--- config.mk ---
export PLATFORM = sky130hd
export DESIGN_NAME = lphm_ram
export DESIGN_NICKNAME = d
export VERILOG_FILES = /design/src/rtl/lphm_ram.sv
export SDC_FILE = /design/constraint.sdc
export NUM_CORES = 1
export LEC_CHECK = 0
export ABC_CLOCK_PERIOD_IN_PS = 2050
export BUFFER_PORTS_ARGS = -buffer_cell sky130_fd_sc_hd__buf_4
export CORE_MARGIN = 4
export CORE_UTILIZATION = 40
export CTS_CLUSTER_SIZE = 16
export DETAILED_ROUTE_END_ITERATION = 10
export SLEW_MARGIN = 20
export SYNTH_ARGS = -nofsm -noshare
export SYNTH_HDL_FRONTEND = slang
export SYNTH_SLANG_ARGS = --single-unit
--- constraint.sdc ---
create_clock -name clk_i -period 2.05 [get_ports clk_i]
set_clock_uncertainty 0.15 [all_clocks]
set_input_delay 0 -clock clk_i [delete_from_list [all_inputs] [get_ports clk_i]]
set_output_delay 0 -clock clk_i [all_outputs]
set_load 0.05 [all_outputs]
--- src/rtl/lphm_ram.sv ---
// ----------------------------------------------------------------------------
// lphm_ram
// Generic single write port, single read port RAM with registered read data.
// ----------------------------------------------------------------------------
module lphm_ram #(
  parameter int unsigned WIDTH = 8,
  parameter int unsigned DEPTH = 64
) (
  input  logic                     clk_i,
  input  logic                     we_i,
  input  logic [$clog2(DEPTH)-1:0] waddr_i,
  input  logic [WIDTH-1:0]         wdata_i,
  input  logic [$clog2(DEPTH)-1:0] raddr_i,
  output logic [WIDTH-1:0]         rdata_o
);

  logic [WIDTH-1:0] mem_q [DEPTH];
  logic [WIDTH-1:0] rdata_q;

  always_ff @(posedge clk_i) begin
    if (we_i) begin
      mem_q[waddr_i] <= wdata_i;
    end
    rdata_q <= mem_q[raddr_i];
  end

  assign rdata_o = rdata_q;

endmodule

Yosys cells after proc, flatten, opt, wreduce, memory -nomap -nowiden
Memories as Yosys holds them, arrays and structs flattened. A register that Yosys moved wholly into a read port is not among the register bits. Cells that the tools add are included.

Register bits: 0. RAM bits: 512. Input port bits: 22. Output and inout bits: 8. Logic and storage cells: 3. Memories: 1.

Mux-type cells: 2.

Memories: mem_q (words 64, width 8, rd ports 1, clocked after Yosys merged registers in 1, wr ports 1, RTL line 17) `logic [WIDTH-1:0] mem_q [DEPTH];`.

Operator list (number): $mux 1 (2).

Longest topological paths before layout
Depth in word-level cells: 2. Gate-level depth with buffers: 9.

Least setup slack after synthesis
No wires, ideal clock.

Path kind: reg2reg. Start: mem mem_q[29][4]. End: reg rdata_q[4] (netlist: rdata_o[4]), read port of mem_q. Setup time: 0.132 ns. Data arrival time: 1.560 ns. Required time: 1.768 ns. Slack: 0.208 ns. Cell stages (with the launch flop): 6. Path buffers: 0. Clock period less this slack: 1.842 ns. Cell sequence: edfxtp_1 mux4_2 mux2_2 o221a_2 nor3_1 o32ai_1.

RTL lines: start: declaration (RTL line 17); end: declaration (RTL line 18) `logic [WIDTH-1:0] rdata_q;`.

==> metrics.cfg <==
[timing]
timing.final.crit_period_ps = 2010
setup_repair_after_global_routing_missed_its_margin = true
report.final.setup_viol = 0
final-hold-violation-count = 0
remaining_max_slew_budget_at_the_tightest_pin = 0.508
max_clock_freq_mhz = 498
period_utilisation_layout = 0.979
setup_total_negative_slack_ps = 0
worst_pin_slew_ps = 738
final-max-slew-violation-count = 0

[grt]
grt_first_pass_wirelength_um = 68800
grt_antenna_before_repair = 2
grt_start_max_net_pins = 65
vias_in_the_first_global_route = 10400
grt_usage = 0.173
globalRouteOverflowTotal = 0

[floorplan]
core_area_um2 = 50000
num_rows = 82
fp.dieW_um = 233
io_pins = 30
design.die.area_um2 = 54100
initial_core_utilization = 0.404
chipHeight_um = 233

[placement]
dpl_cell_area_um2 = 22100
place_hpwl_um = 28700
finalWeightedCongestion = 0.770
placedCellCount = 1738
buffer_ports.inserted = 29

[detailed_routing]
drt_pre_antenna_iters = 5
route.detailed.drc = 0
routed_wl_um = 45600
via_per_inst = 5.38
drt_iter0_markers = 793
wl_per_cell_um = 24.6
num_vias = 9969
antenna_violating_nets_remaining = 0

[worst_setup_path]
cp_depth = 4
crit_path_end = rdata_o[3]
cp_num_buf_inv = 0
worstSetupPathType = register to register
rrSetupSlack_ps = 40
cp.arrival_ps = 2320
crit_slowest_cell = mux4_2
critPathMaxFanout = 1
critPathLaunch = mem_q[39][3]
regToRegStartpoint = mem_q[39][3]
cpLargestDelayFamily = multiplexers
critPathRequiredTime_ps = 2360
critPathMaxStageDelay_ps = 530
startpoint_type_of_the_worst_setup_path = register
r2r_cells = 4
timing.critical_path.cells = mux4_2, mux4_2, o21ai_2, o41ai_1
critical_path.most_common_cell = mux4_2
critPathCaptureType = register
r2r_end = rdata_o[3]

[synth]
netlist.area_leader.share = 0.762
yosys_warnings = 0
synthesized_instance_count = 940
synth_area_um2 = 20200
yosys-top-cells-area = edfxtp_1 76%, mux4_2 14%, nor2_1 1.5%, mux2i_1 1.1%, dfxtp_1 0.79%
synthesis.nets = 962
yosysSeqAreaShare = 0.770
synth_cell_type_count = 40
ys_async_sr_fraction = 0
synth_top_cell_by_area = edfxtp_1
synth-seq-cells = 520
synth-edff-count = 512
dominantRegCellSynth = edfxtp_1
post_synthesis_average_cell_area_um2 = 21.5

[layout]
seq_area_um2 = 15500
layout.filler_cells = 4070
drive_gt1_frac = 0.343
design_area_um2 = 24200
layout.cells.non_filler = 1854
final_common_cell = edfxtp_1
final_core_utilization = 0.484
multi_input_comb_area_um2 = 4420
final_cell_mix = 512 x edfxtp_1, 166 x buf_4, 126 x mux4_2
design.final.nets = 1161
area_delta_synth_final_pct = 19.8

[power_and_ir_drop]
total_leakage_power_nw = 7.85
irDropWorstVdd_mv = 0.538
power_density_nw_per_um2 = 939
total_power_mw = 22.7

[run_status]
status = finished, final reports clean

[clock_tree]
cts_max_path_buffers = 3
post_cts_buffers = 0
clock_pin_slew_of_the_registers_on_the_worst_case_setup_and_hold_paths_ps = 60
clk_root_buffer_cell = clkbuf_16
numCtsBuffers = 51
clock_network_latency_to_the_later_pin_of_the_worst_skew_pair_ps = 600
numClockSinks = 520
tritoncts = built
cts.htree.levels = 2

[job]
max_cap_violations = 0

[hold_path]
hp-class = primary input to register

layout make-up:
cell class,instances,area share
clock buffer,65,0.0572
tap,672,0.0348
antenna,1,0.000104
sequential,520,0.643
multi-input combinational,369,0.183
clock inverter,30,0.0141
timing repair buffer,197,0.0680
how the worst min path moves through the flow:
stage / from / to / slack, ps / cells after the start
CTS: raddr_i[2] / rdata_o[5] / 20 / 5
global placement: raddr_i[5] / rdata_o[5] / 220 / 2
detailed placement: raddr_i[5] / rdata_o[5] / 210 / 2
finish: raddr_i[2] / rdata_o[3] / 40 / 5
global route: raddr_i[2] / rdata_o[3] / 70 / 5
floorplan: wdata_i[0] / mem_q[0][0] / -50 / 0
cell usage after synthesis, types with 6 or more instances:
master,number
dfxtp_1,8
nand2b_1,7
buf_4,13
mux2_2,13
nand3_1,13
mux2i_1,23
mux4_2,126
nor2_1,83
nor2b_1,14
buf_2,11
clkbuf_1,17
edfxtp_1,512
nor3_1,7
a221oi_1,6
nand2_1,19
o22ai_1,8
o221ai_1,8
per-stage QoR:
stage / setup slack (ps) / hold slack (ps)
2_1_floorplan: 208 / -51.1
3_3_place_gp: -503 / 216
3_5_place_dp: -431 / 213
4_1_cts: 0.00133 / 20.3
5_1_grt: -14.6 / 69.4
6_report: 42.4 / 38.2
state kept, by name (all words and copies together) (netlist names):
| register | count |
|---|---|
| rdata_o | 8 |
| mem_q | 512 |
worst min-delay path, stage by stage:
cell and delay [ps]:
buf_4 210, buf_12 200, o221ai_1 80, o21a_1 150, o41ai_1 60
layer usage:
layer  vias to the layer above  wire (µm)  GRT usage  share of wire
li1                       4334          -          -              -
met1                      5224      19100      0.242           0.42
met2                       326      22100      0.277           0.48
met3                        85       2860     0.0264          0.063
met4                         0       1570     0.0663          0.035
met5                         -          0          0              0
cells by family after synthesis:
logic type             Yosys count  synth area share
AO/OA/AOI/OAI                   54            0.0207
buffers and inverters           51            0.0157
flip-flops                     520             0.770
multiplexers                   162             0.159
AND/OR/NAND/NOR                153            0.0339
report_power, final:
| part | total (mW) | switching (mW) | internal (mW) | leakage [nW] |
|---|---|---|---|---|
| Sequential | 11.8 | 0.0423 | 11.8 | 4.67 |
| Combinational | 1.31 | 0.772 | 0.542 | 2.33 |
| Clock | 9.56 | 3.89 | 5.66 | 0.846 |
repair_timing:
action / CTS / global route
hold buffers: 22 / 0
hold endpoints to repair: 587 / 0
pin swaps: 2 / 1
gates resized for setup: 8 / 16
endpoints found under the setup margin: 4 / 37
(Power assumes the default switching activity.)
